`config.mk`:
```
export PLATFORM = sky130hd
export DESIGN_NAME = pcap_stream_deframer_core
export DESIGN_NICKNAME = d
export VERILOG_FILES = /design/src/rtl/pcapdf_pkg.sv /design/src/rtl/pcapdf_parse.sv /design/src/rtl/pcap_stream_deframer_core.sv
export SDC_FILE = /design/constraint.sdc
export NUM_CORES = 1
export LEC_CHECK = 0
export ABC_CLOCK_PERIOD_IN_PS = 21100
export BUFFER_PORTS_ARGS = -buffer_cell sky130_fd_sc_hd__buf_2
export CAP_MARGIN = 0
export CORE_MARGIN = 2
export CORE_UTILIZATION = 54
export DETAILED_ROUTE_END_ITERATION = 12
export GPL_ROUTABILITY_DRIVEN = 1
export PLACE_DENSITY = 0.72
export SYNTH_ARGS = -nofsm -noshare
export SYNTH_HDL_FRONTEND = slang
export SYNTH_SLANG_ARGS = --single-unit
```
`constraint.sdc`:
```
create_clock -name i_clk -period 21.1 [get_ports i_clk]
set_input_delay 1.055 -clock i_clk [delete_from_list [all_inputs] [get_ports i_clk]]
set_output_delay 1.055 -clock i_clk [all_outputs]
set_load 0.03 [all_outputs]
```
`src/rtl/pcapdf_pkg.sv`:
```
`timescale 1ns / 1ps

package pcapdf_pkg;

    localparam int unsigned SEARCH_LIMIT_DEF = 4096;
    localparam logic [31:0] MAX_PKT_RESET    = 32'd262144;

    localparam logic [31:0] MAGIC_US_BE = 32'ha1b2c3d4;
    localparam logic [31:0] MAGIC_US_LE = 32'hd4c3b2a1;
    localparam logic [31:0] MAGIC_NS_BE = 32'ha1b23c4d;
    localparam logic [31:0] MAGIC_NS_LE = 32'h4d3cb2a1;

    localparam logic [4:0] FILE_HDR_FIRST = 5'd4;
    localparam logic [4:0] VERSION_POS    = 5'd7;
    localparam logic [4:0] HALVES_END     = 5'd8;
    localparam logic [4:0] SNAP_POS       = 5'd19;
    localparam logic [4:0] LINK_POS       = 5'd23;

    localparam logic [3:0] SECONDS_POS  = 4'd3;
    localparam logic [3:0] FRACTION_POS = 4'd7;
    localparam logic [3:0] LENGTH_POS   = 4'd11;
    localparam logic [3:0] REC_LAST_POS = 4'd15;

    typedef enum logic [1:0] {
        PH_SEARCH   = 2'd0,
        PH_FILE_HDR = 2'd1,
        PH_REC_HDR  = 2'd2,
        PH_PAYLOAD  = 2'd3
    } t_phase;

    typedef enum logic [3:0] {
        K_SEARCH        = 4'd0,
        K_FILE_HDR      = 4'd1,
        K_FILE_HDR_DONE = 4'd2,
        K_REC_HDR       = 4'd3,
        K_REC_HDR_DONE  = 4'd4,
        K_PAYLOAD       = 4'd5,
        K_PAYLOAD_LAST  = 4'd6,
        K_ERROR         = 4'd7,
        K_IGNORED       = 4'd8,
        K_FINISH        = 4'd9
    } t_kind;

    typedef enum logic [2:0] {
        E_NONE        = 3'd0,
        E_NO_MAGIC    = 3'd1,
        E_BAD_LENGTH  = 3'd2,
        E_FAILED      = 3'd3,
        E_NO_HEADER   = 3'd4,
        E_TRUNCATED   = 3'd5
    } t_err;

    localparam logic FUNC_DATA   = 1'b0;
    localparam logic FUNC_FINISH = 1'b1;

    typedef struct packed {
        t_kind       kind;
        logic [7:0]  out_byte;
        t_err        error_code;
        logic        little_endian;
        logic        nanosecond;
        logic [31:0] version;
        logic [31:0] snap_length;
        logic [31:0] link_type;
        logic [31:0] ts_seconds;
        logic [31:0] ts_fraction;
        logic [31:0] included_length;
        logic [31:0] original_length;
    } t_result;

endpackage

```
`src/rtl/pcapdf_parse.sv`:
```
`timescale 1ns / 1ps

module pcapdf_parse #(
    parameter int unsigned SEARCH_LIMIT = pcapdf_pkg::SEARCH_LIMIT_DEF
) (
    input  logic                i_clk,
    input  logic                i_rst_n,
    input  logic                i_step,
    input  logic                i_func,
    input  logic [7:0]          i_byte,
    input  logic [31:0]         i_max_pkt,
    output pcapdf_pkg::t_result o_result
);
    import pcapdf_pkg::*;

    localparam int unsigned CNT_W = $clog2(SEARCH_LIMIT + 2);
    localparam logic [CNT_W-1:0] LIMIT = CNT_W'(SEARCH_LIMIT);

    t_phase           r_phase, n_phase;
    logic [23:0]      r_win, n_win;
    logic [CNT_W-1:0] r_cnt, n_cnt;
    logic [4:0]       r_pos, n_pos;
    logic             r_little, n_little;
    logic             r_nano, n_nano;
    logic [31:0]      r_version, n_version;
    logic [31:0]      r_snap, n_snap;
    logic [31:0]      r_link, n_link;
    logic [31:0]      r_acc, n_acc;
    logic [31:0]      r_sec, n_sec;
    logic [31:0]      r_frac, n_frac;
    logic [31:0]      r_len, n_len;
    logic [31:0]      r_left, n_left;
    logic             r_failed, n_failed;

    logic [31:0] cand;
    logic [1:0]  lane;
    logic [31:0] acc_new;
    logic [3:0]  rpos;
    t_kind       kind;
    t_err        err;
    logic [31:0] orig;
    logic [7:0]  echo;

    always_ff @(posedge i_clk) begin
        if (!i_rst_n) begin
            r_phase   <= PH_SEARCH;
            r_win     <= '0;
            r_cnt     <= '0;
            r_pos     <= '0;
            r_little  <= 1'b0;
            r_nano    <= 1'b0;
            r_version <= '0;
            r_snap    <= '0;
            r_link    <= '0;
            r_acc     <= '0;
            r_sec     <= '0;
            r_frac    <= '0;
            r_len     <= '0;
            r_left    <= '0;
            r_failed  <= 1'b0;
        end else if (i_step) begin
            r_phase   <= n_phase;
            r_win     <= n_win;
            r_cnt     <= n_cnt;
            r_pos     <= n_pos;
            r_little  <= n_little;
            r_nano    <= n_nano;
            r_version <= n_version;
            r_snap    <= n_snap;
            r_link    <= n_link;
            r_acc     <= n_acc;
            r_sec     <= n_sec;
            r_frac    <= n_frac;
            r_len     <= n_len;
            r_left    <= n_left;
            r_failed  <= n_failed;
        end
    end

    always_comb begin
        cand = {r_win, i_byte};
        rpos = r_pos[3:0];
        if (r_phase == PH_FILE_HDR && r_pos < HALVES_END) begin
            lane = {~r_pos[1], r_little ? r_pos[0] : ~r_pos[0]};
        end else begin
            lane = r_little ? r_pos[1:0] : ~r_pos[1:0];
        end
        acc_new = ((r_pos[1:0] == 2'd0) ? 32'd0 : r_acc)
                | ({24'd0, i_byte} << {lane, 3'b000});

        n_phase   = r_phase;
        n_win     = r_win;
        n_cnt     = r_cnt;
        n_pos     = r_pos;
        n_little  = r_little;
        n_nano    = r_nano;
        n_version = r_version;
        n_snap    = r_snap;
        n_link    = r_link;
        n_acc     = r_acc;
        n_sec     = r_sec;
        n_frac    = r_frac;
        n_len     = r_len;
        n_left    = r_left;
        n_failed  = r_failed;
        kind      = K_SEARCH;
        err       = E_NONE;
        orig      = '0;
        echo      = i_byte;

        if (i_func == FUNC_FINISH) begin
            kind = K_FINISH;
            echo = '0;
            if (r_failed) begin
                err = E_FAILED;
            end else if (r_phase == PH_SEARCH || r_phase == PH_FILE_HDR) begin
                err = E_NO_HEADER;
            end else if (r_phase == PH_PAYLOAD || r_pos != 5'd0) begin
                err = E_TRUNCATED;
            end
        end else if (r_failed) begin
            kind = K_IGNORED;
            err  = E_FAILED;
        end else begin
            unique case (r_phase)
                PH_SEARCH: begin
                    n_win = cand[23:0];
                    if (r_cnt <= LIMIT) begin
                        n_cnt = r_cnt + 1'b1;
                    end
                    if (cand == MAGIC_US_BE || cand == MAGIC_US_LE ||
                        cand == MAGIC_NS_BE || cand == MAGIC_NS_LE) begin
                        n_little = (cand == MAGIC_US_LE || cand == MAGIC_NS_LE);
                        n_nano   = (cand == MAGIC_NS_BE || cand == MAGIC_NS_LE);
                        n_phase  = PH_FILE_HDR;
                        n_pos    = FILE_HDR_FIRST;
                        kind     = K_FILE_HDR;
                    end else if (n_cnt > LIMIT) begin
                        n_failed = 1'b1;
                        kind     = K_ERROR;
                        err      = E_NO_MAGIC;
                    end
                end
                PH_FILE_HDR: begin
                    kind  = K_FILE_HDR;
                    n_acc = acc_new;
                    if (r_pos == VERSION_POS) n_version = acc_new;
                    if (r_pos == SNAP_POS)    n_snap    = acc_new;
                    if (r_pos >= LINK_POS) begin
                        n_link  = acc_new;
                        kind    = K_FILE_HDR_DONE;
                        n_phase = PH_REC_HDR;
                        n_pos   = '0;
                    end else begin
                        n_pos = r_pos + 5'd1;
                    end
                end
                PH_REC_HDR: begin
                    kind  = K_REC_HDR;
                    n_acc = acc_new;
                    if (rpos == SECONDS_POS)  n_sec  = acc_new;
                    if (rpos == FRACTION_POS) n_frac = acc_new;
                    if (rpos == LENGTH_POS)   n_len  = acc_new;
                    if (rpos == REC_LAST_POS) begin
                        n_pos = '0;
                        if (r_len > i_max_pkt || (r_snap != 32'd0 && r_len > r_snap)) begin
                            n_failed = 1'b1;
                            kind     = K_ERROR;
                            err      = E_BAD_LENGTH;
                        end else begin
                            orig    = acc_new;
                            kind    = K_REC_HDR_DONE;
                            n_left  = r_len;
                            n_phase = (r_len != 32'd0) ? PH_PAYLOAD : PH_REC_HDR;
                        end
                    end else begin
                        n_pos = 5'(rpos) + 5'd1;
                    end
                end
                PH_PAYLOAD: begin
                    if (r_left != 32'd0) n_left = r_left - 32'd1;
                    if (n_left == 32'd0) begin
                        kind    = K_PAYLOAD_LAST;
                        n_phase = PH_REC_HDR;
                        n_pos   = '0;
                    end else begin
                        kind = K_PAYLOAD;
                    end
                end
                default: begin
                    n_phase = PH_SEARCH;
                end
            endcase
        end

        o_result.kind            = kind;
        o_result.out_byte        = echo;
        o_result.error_code      = err;
        o_result.little_endian   = n_little;
        o_result.nanosecond      = n_nano;
        o_result.version         = n_version;
        o_result.snap_length     = n_snap;
        o_result.link_type       = n_link;
        o_result.ts_seconds      = n_sec;
        o_result.ts_fraction     = n_frac;
        o_result.included_length = n_len;
        o_result.original_length = orig;
    end

endmodule

```
`src/rtl/pcap_stream_deframer_core.sv`:
```
`timescale 1ns / 1ps

// Channel   Direction  Handshake                 Payload
// in        sink       i_in_valid / o_in_stall   i_func, i_in_byte
// out       source     o_out_valid / i_out_stall o_kind .. o_original_length
// cfg       sink       i_cfg_wr_en               i_cfg_wr_data (max packet size)
//
// One beat per cycle sustained while the output is not stalled; a beat passes
// through the input register, then the parse logic into the result register.
// Synchronous active-low reset returns the parser to magic search and the
// max packet size to 262144.
// A stall on the output holds the result and, once the input register is
// also full, raises o_in_stall.

module pcap_stream_deframer_core #(
    parameter int unsigned SEARCH_LIMIT = pcapdf_pkg::SEARCH_LIMIT_DEF
) (
    input  logic        i_clk,
    input  logic        i_rst_n,
    input  logic        i_in_valid,
    output logic        o_in_stall,
    input  logic        i_func,
    input  logic [7:0]  i_in_byte,
    output logic        o_out_valid,
    input  logic        i_out_stall,
    output logic [3:0]  o_kind,
    output logic [7:0]  o_out_byte,
    output logic [2:0]  o_error_code,
    output logic        o_little_endian,
    output logic        o_nanosecond,
    output logic [31:0] o_version,
    output logic [31:0] o_snap_length,
    output logic [31:0] o_link_type,
    output logic [31:0] o_ts_seconds,
    output logic [31:0] o_ts_fraction,
    output logic [31:0] o_included_length,
    output logic [31:0] o_original_length,
    input  logic        i_cfg_wr_en,
    input  logic [31:0] i_cfg_wr_data
);
    import pcapdf_pkg::*;

    logic        r_in_valid;
    logic        r_func;
    logic [7:0]  r_byte;
    logic        r_out_valid;
    t_result     r_res;
    t_result     result;
    logic [31:0] r_max_pkt;
    logic        step;

    assign step       = r_in_valid && (!r_out_valid || !i_out_stall);
    assign o_in_stall = r_in_valid && !step;

    always_ff @(posedge i_clk) begin
        if (!i_rst_n) begin
            r_max_pkt <= MAX_PKT_RESET;
        end else if (i_cfg_wr_en) begin
            r_max_pkt <= i_cfg_wr_data;
        end
    end

    always_ff @(posedge i_clk) begin
        if (!i_rst_n) begin
            r_in_valid <= 1'b0;
        end else if (!o_in_stall) begin
            r_in_valid <= i_in_valid;
        end
    end

    always_ff @(posedge i_clk) begin
        if (i_in_valid && !o_in_stall) begin
            r_func <= i_func;
            r_byte <= i_in_byte;
        end
    end

    pcapdf_parse #(
        .SEARCH_LIMIT (SEARCH_LIMIT)
    ) u_parse (
        .i_clk     (i_clk),
        .i_rst_n   (i_rst_n),
        .i_step    (step),
        .i_func    (r_func),
        .i_byte    (r_byte),
        .i_max_pkt (r_max_pkt),
        .o_result  (result)
    );

    always_ff @(posedge i_clk) begin
        if (!i_rst_n) begin
            r_out_valid <= 1'b0;
        end else if (step) begin
            r_out_valid <= 1'b1;
        end else if (!i_out_stall) begin
            r_out_valid <= 1'b0;
        end
    end

    always_ff @(posedge i_clk) begin
        if (step) begin
            r_res <= result;
        end
    end

    assign o_out_valid       = r_out_valid;
    assign o_kind            = r_res.kind;
    assign o_out_byte        = r_res.out_byte;
    assign o_error_code      = r_res.error_code;
    assign o_little_endian   = r_res.little_endian;
    assign o_nanosecond      = r_res.nanosecond;
    assign o_version         = r_res.version;
    assign o_snap_length     = r_res.snap_length;
    assign o_link_type       = r_res.link_type;
    assign o_ts_seconds      = r_res.ts_seconds;
    assign o_ts_fraction     = r_res.ts_fraction;
    assign o_included_length = r_res.included_length;
    assign o_original_length = r_res.original_length;

endmodule

```
Word-level counts from Yosys, hierarchy flattened

Cells that the tools add are included.

Add/sub/neg operators: 4
Magnitude comparators: 6
Eq/ne operators: 19
Shift operators: 1
Muxes and demuxes: 85
Bitwise operators: 8
Reductions and logical operators: 35

Operators with widths:

| cell                                                    | number |
|---|---|
| two-way mux 32 bit                                      | 31 |
| equality test 32 bit (second input constant)            | 3 |
| nonzero test 32 bit                                     | 3 |
| > comparator 32 bit                                     | 2 |
| one-hot mux 32 bit (2 select lines)                     | 1 |
| two-way mux 13 bit                                      | 4 |
| equality test 32 x 31 -> 1 bit (second input constant)  | 1 |
| logical NOT 32 bit                                      | 1 |
| OR 32 bit                                               | 1 |
| << shifter 8 x 5 -> 32 bit                              | 1 |
| subtractor 32 x 1 -> 32 bit (second input constant)     | 1 |
| two-way mux 3 bit                                       | 8 |
| two-way mux 2 bit                                       | 11 |
| two-way mux 5 bit                                       | 4 |
| one-hot mux 5 bit (4 select lines)                      | 1 |
| two-way mux 1 bit                                       | 19 |
| one-hot mux 4 bit (4 select lines)                      | 1 |
| adder 13 x 1 -> 13 bit (second input constant)          | 1 |
| > comparator 13 bit (second input constant)             | 1 |
| less-or-equal comparator 13 bit (second input constant) | 1 |
| logical OR 1 bit                                        | 9 |
| equality test 4 bit (second input constant)             | 2 |
| two-way mux 4 bit                                       | 2 |
| != test 2 bit (second input constant)                   | 4 |
| other kinds (28)                                        | 45 |

Flip-flop bits (word level): 587
Output and inout bits: 243
Word-level logic and storage cells: 191

Logic depth before layout (Yosys ltp)

Word-level depth: 11
Gate-level depth with buffers: 13

By module

From an unflattened synthesis, not the netlist that was laid out.

Cells, all modules: 2608
Area, all modules: 26080.0 um^2

Modules (own cells, without submodules):

| module                    | instances | cells each | area an instance (um^2) | sequential area each (um^2) |
|---|---|---|---|---|
| pcapdf_parse              | 1         | 2247       | 17252.8                 | 6065.8 |
| pcap_stream_deframer_core | 1         | 361        | 8827.2                  | 8187.9 |

Worst setup path before layout

Ideal clock, no wire load.

Path type: input -> register
From: in i_out_stall
To: reg r_res, in the netlist o_error_code[0], enable pin
Setup time: 698 ps
Arrival: 8575 ps
Required time: 20402 ps
Path slack: 11827 ps
Stages on the path: 6
Path buffers: 3
Cell sequence: nand2_1 > nand2_1 > inv_1 > clkbuf_1 > clkbuf_1 > buf_1

Longest elaborated chain between the ends: 3

RTL lines:

| item                   | line                             | text |
|---|---|---|
| start: declaration     | pcap_stream_deframer_core.sv:25  | `input logic i_out_stall,` |
| logical NOT 1 bit      | -                                |  |
| logical OR 1 bit       | pcap_stream_deframer_core.sv:52  | `assign step = r_in_valid && (!r_out_valid \|\| !i_out_stall);` |
| logical AND 1 bit      | pcap_stream_deframer_core.sv:52  |  |
| net step               | pcap_stream_deframer_core.sv:50  | `logic step;` |
| end signal: assignment | pcap_stream_deframer_core.sv:102 | `r_res <= result;` |
| end: declaration       | pcap_stream_deframer_core.sv:47  | `t_result r_res;` |

The timed path passes the listed nets, and every way through them passes these cells.
A chain may end at the register's enable or synchronous reset.

Worst setup path after layout

From: reg u_parse.r_left[0]
To: reg r_res, in the netlist o_kind[0] (data pin)

Longest elaborated chain between the ends: 9

RTL lines:

| item                                                               | line                | text |
|---|---|---|
| start: declaration                                                 | pcapdf_parse.sv:32  | `logic [31:0] r_left, n_left;` |
| start signal: assignment                                           | pcapdf_parse.sv:75  | `r_left <= n_left;` |
| subtractor 32 x 1 -> 32 bit or nonzero test 32 bit (tied branches) | pcapdf_parse.sv:181 | `if (r_left != 32'd0) n_left = r_left - 32'd1;` |
| two-way mux 32 bit *                                               | pcapdf_parse.sv:181 |  |
| two-way mux 32 bit *                                               | pcapdf_parse.sv:125 | `unique case (r_phase)` |
| two-way mux 32 bit *                                               | pcapdf_parse.sv:121 | `end else if (r_failed) begin` |
| two-way mux 32 bit *                                               | pcapdf_parse.sv:111 | `if (i_func == FUNC_FINISH) begin` |
| logical NOT 32 bit *                                               | pcapdf_parse.sv:182 | `if (n_left == 32'd0) begin` |
| two-way mux 2 bit *                                                | pcapdf_parse.sv:182 |  |
| one-hot mux 4 bit (4 select lines) *                               | pcapdf_parse.sv:125 |  |
| two-way mux 1 bit *                                                | pcapdf_parse.sv:121 |  |

Mark *: on every way between the ends. The rest lies on a longest branch, timed or not. The select of a mux whose other input is x is not followed.

==> run metrics <==
Total GRT Usage=approximately 29%; Worst R2R Start=u_parse.r_left[0]; fin crit share=between 10% and 20%; sink of the worst hold path=u_parse.r_sec[2]; worst-margin pin slew=around 1.3 ns; DRC=0; Avg Cell Area, Syn=9.41 um2; nets@finish=slightly above 3,000; count of clock tree sinks=between 500 and 600; FMAX=approximately 0.26 GHz; most frequently used flop master after synthesis=dfxtp_1; R2R depth=11; hold depth=2; Final HPWL DP=between 40,000 and 50,000 um; row cnt=80; TritonCTS Buffers=slightly below 60; Hold Vio Cnt, Final=0; number of global-route vias before repair=approximately 20,000; CTS tree=yes; first-pass GRT wire length=around 110,000 um; Port Buffers=288; Slew Limit Fails=0; worst r2r dst=o_kind[0]; crit path DAT=4.29 ns; Initial Utilization=between 50% and 60%; Data required, critical path=approximately 21 ns; root buffer cell=clkbuf_16; Setup Buffers After CTS=0; Core ar.=47,400 um2; # hold bufs at CTS=0; final core occ=~63%; via count=between 20,000 and 25,000; post-CTS sizing=0; setup tns final=0 ns; global route overflow=0; DRT antenna net count=0; max_cap viols=0; GPL Wtd Cong=between 0.8 and 0.9; #FFs+latches synth=a little under 600; Rel. slew slack=14.6%; Seq/Total Area, Yosys=55.2%; Clk Latency, worst-skew pair=0.63 ns; Routed WL=73,000 um; status=finished, final reports clean; number of synthesized flops with an enable pin=250; commonest non-fill, non-tap cell in the layout=nand2_1; largest net degree at the start of global routing=170; initial antenna violation count=1; Starting DRT DRC Count=~2,400; CTS Buffer Depth=3; Clock transition at path regs=0.06 ns; crit end category=flip-flop; vias per cell=a little under 6; CP Class=reg2reg; Post-Syn Area=between 20,000 and 30,000 um2; Max IR drop VDD=a little under 0.00008 V; die area=just under 50,000 um2; Post-Syn Nets=approximately 2,900; CP max FO=10; fraction of layout cells with a size suffix above 1=14.6%; Avg WL per Cell=20.2 um; CP Launch Type=flip-flop; Syn Inst Count=roughly 2,700; min cycle time layout=a little under 4 ns; die boundary width=~220 um; Leak=about 11 nW; Synth cell types=76; drt pass-1 iters=7; area growth from synthesis to layout=14.9%; most frequent cells in the layout=nand2_1 (523), dfxtp_1 (337), buf_2 (288); YS warnings=0; Final setup viols=0; # H-tree levels=2; hold path startpoint=u_parse.r_sec[2]; asr flop ratio synth=0%; R2R Setup Slk=roughly 17 ns; HP Class=reg2reg; Pwr Density=82.6 nW/um2; Die Height=roughly 220 um; RSZ-0062 raised after global routing=false; Max Clock Skew=roughly 0.024 ns; Top-Level Pins=289
where the power goes:
group / switching [mW] / internal [mW]
logic: 0.114 / 0.0338
registers: 0.0154 / 1.21
clock network: 0.445 / 0.633
cell usage after synthesis (all sizes together), types with 4 or more instances:
cell type	count	area [um2]
nand2	526	1980
dfxtp	337	6750
nor2	284	1070
a21oi	270	1350
edfxtp	250	7510
o21ai	199	996
clkbuf	143	537
mux2i	119	1190
inv	91	342
ha	74	926
nor2b	51	319
a211oi	38	285
nor3	34	170
nand4	31	200
nand3	28	140
nor4	26	199
buf	21	83.8
or3	16	100
o31ai	15	126
or4	14	116
a21o	13	97.6
o211ai	13	111
a31oi	12	75.1
and3	12	75.1
o32ai	11	96.3
xor2	10	87.6
o22ai	9	56.3
xnor2	9	78.8
nor3b	6	45.0
o221a	6	67.6
nand2b	5	31.3
nor4bb	5	50.1
and2	4	25.0
and4	4	35.0
and4b	4	40.0
registers in the layout (all words and copies together) (netlist names), 2 cells and up:
| signal | flops |
|---|---|
| o_included_length | 32 |
| o_link_type | 32 |
| o_original_length | 32 |
| o_snap_length | 32 |
| o_ts_fraction | 32 |
| o_ts_seconds | 32 |
| o_version | 32 |
| r_max_pkt | 32 |
| u_parse.r_acc | 32 |
| u_parse.r_frac | 32 |
| u_parse.r_left | 32 |
| u_parse.r_len | 32 |
| u_parse.r_link | 32 |
| u_parse.r_sec | 32 |
| u_parse.r_snap | 32 |
| u_parse.r_version | 32 |
| u_parse.r_win | 24 |
| u_parse.r_cnt | 13 |
| o_out_byte | 8 |
| r_byte | 8 |
| u_parse.r_pos | 5 |
| o_kind | 4 |
| o_error_code | 3 |
| u_parse.r_phase | 2 |
critical path: stages, from the launching register on:
cell and delay, ns:
dfxtp_1 0.37, inv_1 0.10, ha_1 0.25, or3b_2 0.58
nor3_1 0.40, nand3_1 0.43, nand3_1 0.36, o211ai_4 0.11
nor4_4 0.35, a31oi_1 0.30, nor3_1 0.31, o21ai_1 0.11
final cells by class:
cell class / instances / area (um2)
antenna: 1 / 2.50
timing repair buffer: 314 / 1650
tap: 615 / 769
sequential: 587 / 14300
inverter: 92 / 360
multi-input combinational: 1900 / 10600
clock inverter: 30 / 345
clock buffer: 80 / 1650
fill: 3953 / 17800
metrics by stage:
stage	setup WS (ns)	power (mW)	area, um2	instances	hold WS, ns
after global placement	16.70	1.39	27700	3508	0.441
after detailed placement	16.58	1.40	27700	3508	0.448
after CTS	17.26	2.46	29700	3618	0.457
final	17.18	2.45	29700	3619	0.456
after floorplan	11.83	1.35	25800	2743	0.437
after global routing	16.95	2.51	29700	3618	0.473
layer usage:
metal / up-vias / global-route usage, % / share of wire [%]
met2: 942 / 46.4 / 47
met5: - / 0 / 0
met1: 10200 / 38.9 / 41
met4: 0 / 11.1 / 3.9
li1: 10100 / - / -
met3: 177 / 4.79 / 8.1
worst max-delay path by stage:
stage	start	endpoint	slack, ns	cells past startpoint
final	u_parse.r_left[0]	o_kind[0]	17.18	11
after global routing	u_parse.r_left[0]	o_kind[0]	16.95	11
after CTS	i_out_stall	u_parse.r_version[24]	17.26	8
after detailed placement	i_out_stall	u_parse.r_version[24]	16.58	8
after global placement	i_out_stall	u_parse.r_sec[28]	16.70	8
after floorplan	i_out_stall	o_error_code[0]	11.83	6
logic make-up after synthesis:
kind of cell / Yosys count / share of synthesized area [%]
compound gates: 623 / 13.9
xor+xnor: 19 / 0.645
fa+ha+maj: 74 / 3.59
buf+inv: 256 / 3.74
flops: 587 / 55.2
mux: 120 / 4.67
simple gates: 1064 / 18.2
Power figures use the tool's default switching activity.
